--- config.mk ---
export PLATFORM = sky130hd
export DESIGN_NAME = fog_ramp_clut_entry
export DESIGN_NICKNAME = d
export VERILOG_FILES = /design/src/rtl/core/frc_pkg.sv /design/src/rtl/core/frc_div_stage.sv /design/src/rtl/core/fog_ramp_clut_entry.sv
export SDC_FILE = /design/constraint.sdc
export NUM_CORES = 1
export LEC_CHECK = 0
export ABC_AREA = 1
export BUFFER_PORTS_ARGS = -buffer_cell sky130_fd_sc_hd__buf_2
export CAP_MARGIN = 5
export CORE_UTILIZATION = 50
export CTS_CLUSTER_DIAMETER = 150
export DETAILED_ROUTE_END_ITERATION = 10
export GPL_TIMING_DRIVEN = 0
export PLACE_DENSITY_LB_ADDON = 0.25
export SYNTH_ARGS = -nofsm -noshare
export SYNTH_HDL_FRONTEND = slang
export SYNTH_SLANG_ARGS = --single-unit
--- constraint.sdc ---
create_clock -name clk -period 13.3 [get_ports clk]
set_input_delay 0.665 -clock clk [delete_from_list [all_inputs] [get_ports clk]]
set_output_delay 0.665 -clock clk [all_outputs]
set_load 0.02 [all_outputs]
--- src/rtl/core/frc_pkg.sv ---
// frc_pkg: shared types and constants for the fog ramp colour table entry block
// used by frc_div_stage and fog_ramp_clut_entry; no dependencies
`timescale 1ns / 1ps

package frc_pkg;

    localparam int LEVEL_W     = 8;
    localparam int PROD_W      = 2 * LEVEL_W;
    localparam int ENTRY_W     = 32;
    localparam int CFG_IDX_W   = 3;
    localparam int DIV_STAGES  = 4;
    localparam int DIV_STEPS   = LEVEL_W / DIV_STAGES;

    localparam logic [CFG_IDX_W-1:0] REG_NEAR  = 3'd0;
    localparam logic [CFG_IDX_W-1:0] REG_FAR   = 3'd1;
    localparam logic [CFG_IDX_W-1:0] REG_RED   = 3'd2;
    localparam logic [CFG_IDX_W-1:0] REG_GREEN = 3'd3;
    localparam logic [CFG_IDX_W-1:0] REG_BLUE  = 3'd4;
    localparam logic [CFG_IDX_W-1:0] REG_ALPHA = 3'd5;

    typedef enum logic [1:0] {
        ALPHA_ZERO,
        ALPHA_MAX,
        ALPHA_RAMP
    } alpha_sel_t;

    typedef struct packed {
        logic [LEVEL_W-1:0] rem;
        logic [LEVEL_W-1:0] num_lo;
        logic [LEVEL_W-1:0] quot;
        alpha_sel_t         sel;
        logic [LEVEL_W-1:0] slot;
    } div_item_t;

endpackage

--- src/rtl/core/frc_div_stage.sv ---
// frc_div_stage: one registered stage of the restoring divider, DIV_STEPS bits per stage
// depends on frc_pkg
`timescale 1ns / 1ps

module frc_div_stage
    import frc_pkg::*;
(
    input  logic               clk,
    input  logic               rst_n,
    input  logic               advance,
    input  logic [LEVEL_W-1:0] divisor,
    input  logic               item_valid,
    input  div_item_t          item,
    output logic               item_valid_out,
    output div_item_t          item_out
);

    logic      valid_reg;
    div_item_t item_reg;
    div_item_t item_next;

    always_comb
    begin
        logic [LEVEL_W:0] trial;
        item_next = item;
        for (int s = 0; s < DIV_STEPS; s++)
        begin
            trial = {item_next.rem, item_next.num_lo[LEVEL_W-1]};
            item_next.num_lo = {item_next.num_lo[LEVEL_W-2:0], 1'b0};
            if (trial >= {1'b0, divisor})
            begin
                trial = trial - {1'b0, divisor};
                item_next.quot = {item_next.quot[LEVEL_W-2:0], 1'b1};
            end
            else
            begin
                item_next.quot = {item_next.quot[LEVEL_W-2:0], 1'b0};
            end
            item_next.rem = trial[LEVEL_W-1:0];
        end
    end

    always_ff @(posedge clk or negedge rst_n)
    begin
        if (!rst_n)
        begin
            valid_reg <= 1'b0;
        end
        else if (advance)
        begin
            valid_reg <= item_valid;
        end
    end

    always_ff @(posedge clk)
    begin
        if (advance)
        begin
            item_reg <= item_next;
        end
    end

    assign item_valid_out = valid_reg;
    assign item_out       = item_reg;

endmodule

--- src/rtl/core/fog_ramp_clut_entry.sv ---
// fog_ramp_clut_entry: top level, linear fog alpha colour table entry generator
// depends on frc_pkg and frc_div_stage
`timescale 1ns / 1ps

// Takes one fog level per cycle and returns its packed colour table word (alpha, blue,
// green, red) and its swizzled table slot. The pipeline holds a compare stage, a
// multiply stage, four divider stages of two quotient bits each, and the output register.
// A new item is taken every cycle unless the output side stalls, which holds the whole
// pipeline. Registers are written through the cfg port, which is always ready, and should
// only be written while no items are in flight.

module fog_ramp_clut_entry
    import frc_pkg::*;
(
    input  logic                 clk,
    input  logic                 rst_n,
    input  logic                 cfg_valid,
    output logic                 cfg_ready,
    input  logic [CFG_IDX_W-1:0] cfg_index,
    input  logic [LEVEL_W-1:0]   cfg_data,
    input  logic                 in_valid,
    output logic                 in_stall,
    input  logic [LEVEL_W-1:0]   level,
    output logic                 out_valid,
    input  logic                 out_stall,
    output logic [LEVEL_W-1:0]   slot,
    output logic [ENTRY_W-1:0]   entry
);

    logic [LEVEL_W-1:0] near_reg;
    logic [LEVEL_W-1:0] far_reg;
    logic [LEVEL_W-1:0] red_reg;
    logic [LEVEL_W-1:0] green_reg;
    logic [LEVEL_W-1:0] blue_reg;
    logic [LEVEL_W-1:0] alpha_reg;

    logic               advance;
    logic [LEVEL_W-1:0] span;

    logic               s0_valid_reg;
    logic [LEVEL_W-1:0] s0_diff_reg;
    alpha_sel_t         s0_sel_reg;
    logic [LEVEL_W-1:0] s0_slot_reg;
    alpha_sel_t         s0_sel_next;
    logic [LEVEL_W-1:0] slot_next;

    logic               s1_valid_reg;
    div_item_t          s1_item_reg;
    logic [PROD_W-1:0]  product;

    logic               dv_valid [DIV_STAGES+1];
    div_item_t          dv_item  [DIV_STAGES+1];

    logic               out_valid_reg;
    logic [LEVEL_W-1:0] slot_reg;
    logic [ENTRY_W-1:0] entry_reg;
    logic [LEVEL_W-1:0] fog_a;

    assign cfg_ready = 1'b1;
    assign advance   = !out_valid_reg || !out_stall;
    assign in_stall  = !advance;
    assign span      = far_reg - near_reg;

    // register file
    always_ff @(posedge clk or negedge rst_n)
    begin
        if (!rst_n)
        begin
            near_reg  <= '0;
            far_reg   <= '1;
            red_reg   <= '0;
            green_reg <= '0;
            blue_reg  <= '0;
            alpha_reg <= '0;
        end
        else if (cfg_valid)
        begin
            case (cfg_index)
                REG_NEAR:  near_reg  <= cfg_data;
                REG_FAR:   far_reg   <= cfg_data;
                REG_RED:   red_reg   <= cfg_data;
                REG_GREEN: green_reg <= cfg_data;
                REG_BLUE:  blue_reg  <= cfg_data;
                REG_ALPHA: alpha_reg <= cfg_data;
                default:   ;
            endcase
        end
    end

    // stage 0: range compare and slot swizzle
    always_comb
    begin
        priority if (level <= near_reg)
            s0_sel_next = ALPHA_ZERO;
        else if (level > far_reg)
            s0_sel_next = ALPHA_MAX;
        else
            s0_sel_next = ALPHA_RAMP;
        slot_next    = ~level;
        slot_next[3] = ~level[4];
        slot_next[4] = ~level[3];
    end

    always_ff @(posedge clk or negedge rst_n)
    begin
        if (!rst_n)
        begin
            s0_valid_reg <= 1'b0;
            s1_valid_reg <= 1'b0;
        end
        else if (advance)
        begin
            s0_valid_reg <= in_valid;
            s1_valid_reg <= s0_valid_reg;
        end
    end

    always_ff @(posedge clk)
    begin
        if (advance)
        begin
            s0_diff_reg <= level - near_reg;
            s0_sel_reg  <= s0_sel_next;
            s0_slot_reg <= slot_next;
        end
    end

    // stage 1: scale by fog alpha
    assign product = PROD_W'(alpha_reg) * PROD_W'(s0_diff_reg);

    always_ff @(posedge clk)
    begin
        if (advance)
        begin
            s1_item_reg.rem    <= product[PROD_W-1:LEVEL_W];
            s1_item_reg.num_lo <= product[LEVEL_W-1:0];
            s1_item_reg.quot   <= '0;
            s1_item_reg.sel    <= s0_sel_reg;
            s1_item_reg.slot   <= s0_slot_reg;
        end
    end

    // divider pipeline
    assign dv_valid[0] = s1_valid_reg;
    assign dv_item[0]  = s1_item_reg;

    for (genvar g = 0; g < DIV_STAGES; g++)
    begin : g_div
        frc_div_stage u_stage (
            .clk            (clk),
            .rst_n          (rst_n),
            .advance        (advance),
            .divisor        (span),
            .item_valid     (dv_valid[g]),
            .item           (dv_item[g]),
            .item_valid_out (dv_valid[g+1]),
            .item_out       (dv_item[g+1])
        );
    end

    // output stage
    always_comb
    begin
        unique case (dv_item[DIV_STAGES].sel)
            ALPHA_ZERO: fog_a = '0;
            ALPHA_MAX:  fog_a = {1'b0, alpha_reg[LEVEL_W-1:1]};
            ALPHA_RAMP: fog_a = {1'b0, dv_item[DIV_STAGES].quot[LEVEL_W-1:1]};
            default:    fog_a = '0;
        endcase
    end

    always_ff @(posedge clk or negedge rst_n)
    begin
        if (!rst_n)
        begin
            out_valid_reg <= 1'b0;
        end
        else if (advance)
        begin
            out_valid_reg <= dv_valid[DIV_STAGES];
        end
    end

    always_ff @(posedge clk)
    begin
        if (advance)
        begin
            slot_reg  <= dv_item[DIV_STAGES].slot;
            entry_reg <= {fog_a, blue_reg, green_reg, red_reg};
        end
    end

    assign out_valid = out_valid_reg;
    assign slot      = slot_reg;
    assign entry     = entry_reg;

endmodule
Yosys cells after proc, flatten, opt, wreduce, memory -nomap -nowiden. Cells that the tools add are included.

Logic and storage cells: 98. Flip-flop bits (word level): 235. Bits of input ports: 24. Output and inout port bits: 43.

Reductions and logical operators: 11. Mux-type cells: 17. Magnitude comparators: 10. Add/sub/neg operators: 9. $mul: 1. Equal/unequal tests: 7. Bitwise gates (word level): 3.

Operators by type and width (count): 9-bit by 8-bit greater-or-equal comparator with 1-bit output (8); 8-bit subtractor (9); 8-bit 2-to-1 mux (7); 8-bit by 8-bit multiplier with 16-bit output (1); 7-bit one-hot mux with 2 select lines (1); 2-bit AND reduction (6); 8-bit greater-than comparator (1); 8-bit less-or-equal comparator (1); 1-bit 2-to-1 mux (8); 8-bit NOT (1); 3-bit by 2-bit equality test with 1-bit output (second input constant) (2); 3-bit equality test (second input constant) (2); 3-bit by 1-bit equality test with 1-bit output (second input constant) (1); 1-bit logical NOT (3); 3-bit logical NOT (1); 2-bit by 1-bit equality test with 1-bit output (second input constant) (1); 2-bit equality test (second input constant) (1); 2-bit 2-to-1 mux (1); 1-bit NOT (2); 1-bit logical OR (1).

Depth between registers and ports, before layout. Gate-level depths: netlist of the first run.

Depth in word-level cells: 5. Gate-level depth with buffers: 36. Depth with buffers taken out: 35.

Cells and area by module. A second synthesis of the first run with hierarchy kept.

Cells, all modules: 1724. Area, all modules: 16279.4 um^2.

By module, submodules not included: fog_ramp_clut_entry (sequential area each 3778.6 um^2, cells each 846, area an instance 7893.8 um^2, times used 1); frc_div_stage (g_div[0].u_stage ...) (sequential area each 985.9 um^2, cells each 220, area an instance 2089.5 um^2, times used 3); frc_div_stage (g_div[3].u_stage) (sequential area each 985.9 um^2, cells each 218, area an instance 2117.0 um^2, times used 1).

Least setup slack after synthesis of the first run. Ideal clock, no wire load.

Kind: in2out. Start: in out_stall. End: out in_stall. Required time: 12.635 ns. Arrival: 5.528 ns. Stages: 2. Buffers on the path: 0. Setup slack: 7.107 ns. Path through: nand2_1 > inv_1.

Word-level cells in the longest chain between the ends: 3.

RTL lines: start, declared (line fog_ramp_clut_entry.sv:25) `input logic out_stall,`; 1-bit logical NOT (line fog_ramp_clut_entry.sv:60) `assign advance = !out_valid_reg || !out_stall;`; 1-bit logical OR (line fog_ramp_clut_entry.sv:60); 1-bit logical NOT (line fog_ramp_clut_entry.sv:61) `assign in_stall = !advance;`; end, declared (line fog_ramp_clut_entry.sv:22) `output logic in_stall,`.

No other way between the ends.

==> implementation parameters, run 1 <==
Parameter                              Value

Synth
  Top post-synthesis cells by area    sky130_fd_sc_hd__edfxtp_1 40%, sky130_fd_sc_hd__ha_1 10%, sky130_fd_sc_hd__dfrtp_1 8.9%
  Most common cell in the netlist    sky130_fd_sc_hd__nand2_1
  Cell variety after synth    43
  Yosys warnings    0
  Dominant synthesized flop cell    sky130_fd_sc_hd__edfxtp_1
  Sequential cell area fraction in the yosys report    50.2%
  Fraction of post-synthesis cell area in the top cell type by area    39.7%
  #FFs+latches synth    229
  Number of enable-type register cells in the synthesized netlist    174
  Number of instances in the synthesized netlist    1295
  Commonest cells in the netlist    300 x sky130_fd_sc_hd__nand2_1, 206 x sky130_fd_sc_hd__inv_1, 174 x sky130_fd_sc_hd__edfxtp_1
  Cell Area, Synth    13200 um2
  Post-synth ARST share    24.0%
  Average cell area after synthesis    10.2 um2
  Synthesized net count    1470
  Area leader, netlist    sky130_fd_sc_hd__edfxtp_1

Placed design
  Placed cells    1696
  Half-perimeter wire length of the detailed placement result    19.6 mm
  Buffers on Ports    64
  GP Congestion    0.889

Routing
  DR vias    8904
  Post-route DRC    0
  Per-cell via count in the routed design    5.11
  Iter 0 DRT Violations    678
  Post-detailed-route wirelength per cell    15.0 um
  Post-route ant nets    0
  DR pass1 iterations    5
  Total wire length    26.2 mm

Worst setup path
  Most repeated library cell on the critical path    sky130_fd_sc_hd__nand2_1
  Path depth of the worst reg2reg path    34
  Req. time, crit path    13.57 ns
  Worst Setup Start Kind    flop
  Capture point of the worst reg-to-reg path    g_div[1].u_stage.item_out[32]$_DFFE_PN_
  Flop2flop setup slack    7.40 ns
  Arrival @ worst endpoint    6.17 ns
  Top fanout value on the critical path    10
  Worst R2R Start    far_reg[4]$_DFFE_PN1P_
  Type of the worst setup path    flop to flop
  Cell type of the slowest stage on the worst timing path    sky130_fd_sc_hd__xor2_1
  Delay contributed by the slowest stage of the critical path    0.65 ns
  Crit. End Element    flop

Timing
  Sum Neg Setup Slack    0 ns
  Max-slew headroom    42.3%
  RSZ-0062 raised after global routing    no
  Final setup violation count    0
  Worst Clk Skew    0.0241 ns
  Final worst-path cycle share    44.3%
  Final critical delay including setup and external delays    5.90 ns
  Slew at the pin with the worst max-slew slack    0.865 ns
  Number of failing hold endpoints at the final stage    0
  Max Clock Freq    170 MHz
  Fin. max-slew vios    0

Clock network
  Clock Pin Slew Worst Setup and Hold Paths    0.06 ns
  H-tree levels    1
  Maximum number of buffers from clock root to sink    3
  CTS tree    yes
  Total setup buffers inserted after CTS    0
  CTS Sinks    229
  CTS Root Buffer Type    sky130_fd_sc_hd__clkbuf_16
  Post-cts sizing count    0
  Hold Buf Count CTS    0
  Number of buffers created by CTS    24
  Source-to-sink clock delay at the later pin of the worst-skew pair    0.53 ns

Cells and area
  Nets@finish    1563
  Flip-flop count of the largest register after layout    92
  Share of final-layout standard cells stronger than drive strength 1    12.4%
  Syn-to-layout area delta    12.2%
  Number of standard cells in the final layout excluding fillers    1742

Floorplanning
  Initial cell density of the core    50.8%
  Core area    25900 um2
  Die boundary height    164 um
  Row Count    59
  DIE AREA    27000 um2
  I/O pin cnt    67
  Die Width    164 um

Status
  Outcome    finished clean

Global route
  Number of antenna violations at the first check in global routing    1
  First-pass GRT wire length    43.1 mm
  Number of global-route vias before repair    8662
  Maximum number of pins on one net before global-route repair    73
  Total congestion overflow after global routing    0
  Overall fraction of global-route tracks in use    20.4%

Worst hold path
  Class of the worst hold path    input pin to async pin

Job
  Number of violations of the max-capacitance limit    0
-- critical path: cells and delay by family (launching register included) --
| kind | cells | cell delay [ns] |
|---|---|---|
| buffers and inverters | 5 | 0.38 |
| AO/OA/AOI/OAI | 4 | 0.92 |
| AND/OR/NAND/NOR | 21 | 2.25 |
| adder cells (fa/ha/maj) | 3 | 0.88 |
| flip-flops | 1 | 0.55 |
| XOR/XNOR | 1 | 0.65 |
-- through the flow --
step | instance area (um2) | utilization, % | worst slack, ns | hold WS (ns)
floorplan | 13200 | - | 7.11 | 0.369
global placement | 13900 | 53.7 | 5.14 | 0.400
detailed placement | 14000 | 53.9 | 7.43 | 0.405
CTS | 14700 | 56.9 | 7.33 | 0.336
global route | 14800 | 57.0 | 6.82 | 0.0399
finish | 14800 | 57.0 | 7.40 | 0.0387
-- layer usage --
layer | vias up | part of all wire, % | routed length (um) | global-route usage, %
met2 | 199 | 47 | 12200 | 33.6
met1 | 4231 | 47 | 12200 | 28.8
met5 | - | 0 | 0 | 0
met3 | 46 | 4.8 | 1250 | 2.22
li1 | 4428 | - | - | -
met4 | 0 | 1.9 | 485 | 5.18
-- worst max path at each step --
stage                                  startpoint                                      end  cells past startpoint
final                      far_reg[4]$_DFFE_PN1P_  g_div[1].u_stage.item_out[32]$_DFFE_PN_                     34
after global routing      near_reg[1]$_DFFE_PN0P_  g_div[1].u_stage.item_out[32]$_DFFE_PN_                     35
after CTS                 near_reg[1]$_DFFE_PN0P_  g_div[1].u_stage.item_out[32]$_DFFE_PN_                     35
after detailed placement   far_reg[4]$_DFFE_PN1P_  g_div[1].u_stage.item_out[32]$_DFFE_PN_                     34
after global placement                  out_stall                                 in_stall                      4
after floorplan                         out_stall                                 in_stall                      2
-- placed cells by master (no fill, tap or decap), types with 7 or more instances in the layout --
master                      instances
sky130_fd_sc_hd__nand2_2           22
sky130_fd_sc_hd__nand3_2            7
sky130_fd_sc_hd__nand4_1           11
sky130_fd_sc_hd__o21ai_0           72
sky130_fd_sc_hd__clkbuf_16         25
sky130_fd_sc_hd__a21oi_1           48
sky130_fd_sc_hd__dfrtp_1           47
sky130_fd_sc_hd__nand2_1          299
sky130_fd_sc_hd__buf_2             67
sky130_fd_sc_hd__nand3_1           74
sky130_fd_sc_hd__fa_1              44
sky130_fd_sc_hd__inv_1            206
sky130_fd_sc_hd__xnor2_1           14
sky130_fd_sc_hd__nor2_1            34
sky130_fd_sc_hd__ha_1             107
sky130_fd_sc_hd__nand2_4           10
sky130_fd_sc_hd__xor2_1            42
sky130_fd_sc_hd__clkbuf_1          27
sky130_fd_sc_hd__edfxtp_1         174
sky130_fd_sc_hd__dfstp_2            8
-- kinds of logic (layout without fill, tap and decap cells) --
family / after synthesis / after routing / synth area share, %
other: 2 / 3 / 0.0570
adders and majority gates: 151 / 151 / 16.9
AOI/OAI and AO/OA: 147 / 147 / 6.13
DFF: 229 / 229 / 50.2
buffers and inverters: 238 / 349 / 6.93
xor gates and xnor gates: 56 / 56 / 3.73
and+or+nand+nor: 472 / 472 / 16.1
-- layout make-up --
type	instances	area (um2)
diodes	1	2.50
well taps	335	419
fillers	2216	11100
clock buffers	33	676
repair buffers	67	395
clock inverters	11	104
inverters	212	803
flip-flops and latches	229	6610
plain buffers	26	109
multi-input cells	828	5650
Power of run 1 is left out: the tool's default activity adds up to more than one toggle a clock period on the data nets, which glitch-free logic cannot reach.
==> run 2: changes to the inputs <==
--- a/config.mk
+++ b/config.mk
@@ -5,7 +5,7 @@
 export SDC_FILE = /design/constraint.sdc
 export NUM_CORES = 1
 export LEC_CHECK = 0
-export ABC_AREA = 1
+export ABC_AREA = 0
 export BUFFER_PORTS_ARGS = -buffer_cell sky130_fd_sc_hd__buf_2
 export CAP_MARGIN = 5
 export CORE_UTILIZATION = 50
==> constraint.sdc (replaced) <==
create_clock -name clk -period 4.8 [get_ports clk]
set_input_delay 0.24 -clock clk [delete_from_list [all_inputs] [get_ports clk]]
set_output_delay 0.24 -clock clk [all_outputs]
set_load 0.02 [all_outputs]
==> run 2 against run 1 <==
Against the previous run:
- the run now ends with negative setup slack left
- critical path depth is 12 lower
- die area fell by 0.96%
- synthesized cell count is 17% lower
- synthesized area decreased by 0.97%
- worst hold slack worse by 0.025 ns
- first-iteration DRC count is 2.9% higher
- register-to-register slack got worse by 8.1 ns
- count of clock-buffer cells in the layout down 7
- critical endpoint is now g_div[2].u_stage.item_out[27]$_DFFE_PN_
==> implementation parameters, run 2 <==
Parameter                              Value

Global route
  Most Crowded Layer GR    met2
  Overall fraction of global-route tracks in use    20.4% (about the same)
  Fraction of met2 tracks used by global routing    34.4% (+0.74 points)
  Met1 usage    25.5% (-3.4 points)
  First-pass GRT wire length    42.6 mm (-1.1%)
  Number of antenna violations at the first check in global routing    2 (+1)
  Number of global-route vias before repair    8638 (-0.28%)
  Met3 layer usage reported by global route    4.29% (+2.1 points)
  Maximum number of pins on one net before global-route repair    93 (+27%)
  Total congestion overflow after global routing    0 (unchanged)

Timing
  RSZ-0062 raised after global routing    yes
  Sum Neg Setup Slack    -14.80 ns (-14.80 ns)
  Slew at the pin with the worst max-slew slack    1.20 ns (+0.335 ns)
  Fin. max-slew vios    0 (unchanged)
  Final setup violation count    27 (+27)
  Final critical delay including setup and external delays    5.52 ns (-0.376 ns)
  Max-slew headroom    18.9% (-23 points)
  Max Clock Freq    181 MHz (+6.8%)
  Worst Clk Skew    0.0144 ns (-0.00970 ns)
  Final worst-path cycle share    115% (+71 points)
  Final critical-path setup slack    -0.720 ns (-8.12 ns)
  Number of failing hold endpoints at the final stage    0 (unchanged)

Worst hold path
  Class of the worst hold path    input pin to flop
  Hold wc startpoint    cfg_data[3]

Job
  Number of violations of the max-capacitance limit    0 (unchanged)

Synth
  Post-synth ARST share    24.0% (unchanged)
  Most common cell in the netlist    sky130_fd_sc_hd__edfxtp_1
  Area leader, netlist    sky130_fd_sc_hd__edfxtp_1
  Top post-synthesis cells by area    sky130_fd_sc_hd__edfxtp_1 40%, sky130_fd_sc_hd__ha_1 10%, sky130_fd_sc_hd__dfrtp_1 9.0%
  Yosys warnings    0 (unchanged)
  Fraction of post-synthesis cell area in the top cell type by area    40.1% (+0.39 points)
  Synthesized net count    1248 (-15%)
  Sequential cell area fraction in the yosys report    50.7% (+0.49 points)
  Dominant synthesized flop cell    sky130_fd_sc_hd__edfxtp_1
  Cell variety after synth    66 (+53%)
  Cell Area, Synth    13000 um2 (-0.97%)
  Number of instances in the synthesized netlist    1073 (-17%)
  Average cell area after synthesis    12.2 um2 (+20%)
  #FFs+latches synth    229 (unchanged)
  Commonest cells in the netlist    174 x sky130_fd_sc_hd__edfxtp_1, 114 x sky130_fd_sc_hd__inv_1, 107 x sky130_fd_sc_hd__ha_1
  Number of enable-type register cells in the synthesized netlist    174 (unchanged)

Worst setup path
  Top fanout value on the critical path    7 (-3)
  Arrival @ worst endpoint    5.80 ns (-0.37 ns)
  Crit. End Element    flop
  Worst Setup Start Kind    flop
  Delay contributed by the slowest stage of the critical path    0.54 ns (-0.11 ns)
  Most repeated library cell on the critical path    sky130_fd_sc_hd__ha_4
  Worst R2R Start    far_reg[0]$_DFFE_PN1P_
  Crit path cell chain    inv_2, ha_4, fa_2, xor2_4, ha_4, o21a_1, o31a_1, o21a_1, o31ai_2, nor4bb_1, or4_4, clkbuf_16, mux2_4, ha_4, and3_4, nand4_1, nor3_2, nor3_2, a21oi_2, a21oi_4, and2_4, mux2_4
  Type of the worst setup path    flop to flop
  Cell type of the slowest stage on the worst timing path    sky130_fd_sc_hd__dfstp_2
  Req. time, crit path    5.08 ns (-8.49 ns)
  Worst setup path start    far_reg[0]$_DFFE_PN1P_

Floorplanning
  Initial cell density of the core    51.3% (+0.52 points)
  DIE AREA    26700 um2 (-0.96%)
  Core area    25400 um2 (-2.0%)
  Row Count    58 (-1.7%)
  I/O pin cnt    67 (unchanged)
  Die Width    163 um (-0.48%)
  Die boundary height    163 um (-0.48%)

Routing
  Post-route DRC    0 (unchanged)
  DR vias    8712 (-2.2%)
  Post-detailed-route wirelength per cell    17.3 um (+15%)
  DR pass1 iterations    5 (unchanged)
  Total wire length    27.5 mm (+5.1%)
  Post-route ant nets    0 (unchanged)
  Iter 0 DRT Violations    698 (+2.9%)
  Per-cell via count in the routed design    5.49 (+7.5%)

Clock network
  Clock Pin Slew Worst Setup and Hold Paths    0.06 ns (about the same)
  Source-to-sink clock delay at the later pin of the worst-skew pair    0.53 ns (about the same)
  Number of buffers created by CTS    25 (+4.2%)
  CTS Root Buffer Type    sky130_fd_sc_hd__clkbuf_16
  Maximum number of buffers from clock root to sink    3 (unchanged)
  H-tree levels    1 (unchanged)
  CTS tree    yes
  CTS Sinks    229 (unchanged)

Cells and area
  Highest-count cells in the layout ignoring fill and taps    174 x sky130_fd_sc_hd__edfxtp_1, 108 x sky130_fd_sc_hd__inv_1, 84 x sky130_fd_sc_hd__ha_1
  Syn-to-layout area delta    23.8%
  Leading cell type in the layout, fill and taps excluded    sky130_fd_sc_hd__edfxtp_1
  Flip-flop count of the largest register after layout    92 (unchanged)
  Diode insertion count for antenna repair    0 (-1)
  Area of all placed cells without fillers    16100 um2 (+9.3%)
  Nets@finish    1414 (-9.5%)
  Share of final-layout standard cells stronger than drive strength 1    29.0% (+17 points)

Placed design
  GP Congestion    0.869 (-2.3%)
  Total cell area at the placement stage    14100 um2 (+0.62%)
  Half-perimeter wire length of the detailed placement result    18.4 mm (-6.1%)
  Buffers on Ports    63 (-1.6%)

Status
  Outcome    complete, but fails checks
  Violations in the final reports    negative setup slack
## run 2: cells by family after synthesis
group	Yosys count	share of synthesized area [%]
flops	229	50.7
mux	60	5.13
xor+xnor	56	3.76
other cells	2	0.0576
compound gates	175	8.70
fa+ha+maj	156	17.4
buf+inv	139	4.15
simple gates	256	10.1
## run 2: routing by layer
| metal | up-vias | share of wire [%] |
|---|---|---|
| met5 | - | 0 |
| met4 | 0 | 3.6 |
| met3 | 76 | 6.0 |
| met2 | 266 | 49 |
| met1 | 4236 | 41 |
| li1 | 4134 | - |
## run 2: final timing paths
kind	to	depth (start not counted)	slack, ns
worst min register to register	dv_item[141]$_DFFE_PN_	0	0.41
worst min-delay path	near_reg[3]$_DFFE_PN0P_	3	0.01
min in group asynchronous	g_div[3].u_stage.item_valid_out$_DFFE_PN0N_	2	0.32
max in group asynchronous	alpha_reg[5]$_DFFE_PN0P_	2	3.96
worst max-delay path	g_div[2].u_stage.item_out[27]$_DFFE_PN_	22	-0.72
worst max register to register	g_div[2].u_stage.item_out[27]$_DFFE_PN_	22	-0.72
## run 2: final cells by class
class / instances / area, um2
plain buffers: 17 / 126
flip-flops and latches: 229 / 6620
clock buffers: 26 / 629
inverters: 114 / 428
fillers: 1888 / 9260
multi-input cells: 705 / 6680
repair buffers: 147 / 1050
well taps: 330 / 413
clock inverters: 18 / 193
## run 2: metrics by stage
stage          setup slack [ns]  instances  hold WS, ns  utilization [%]
6_report                 -0.720       1586       0.0141             63.5
5_1_grt                  -0.905       1586       0.0315             63.5
4_1_cts                  -0.893       1557      0.00180             61.3
3_5_place_dp              -1.56       1467        0.405             55.3
3_3_place_gp              -1.47       1466        0.401             55.2
2_1_floorplan            -0.753       1073      -0.0556                -
## run 2: repair_timing
item | in CTS | in global routing
setup endpoints to repair | 31 | 31
pin swaps | 35 | 57
cloned | 0 | 0
gates resized for setup | 62 | 75
setup buffers | 44 | 32
endpoints found under the hold margin | 8 | 47
hold buffers | 8 | 1
## run 2: critical path: cells and delay by family, from the launching register on
kind	cells	cell delay [ns]
fa+ha+maj	4	1.14
xor+xnor	1	0.29
simple gates	7	1.42
mux	2	0.61
buf+inv	2	0.24
compound gates	6	1.03
flops	1	0.54
Power of run 2 is left out for the same reason.
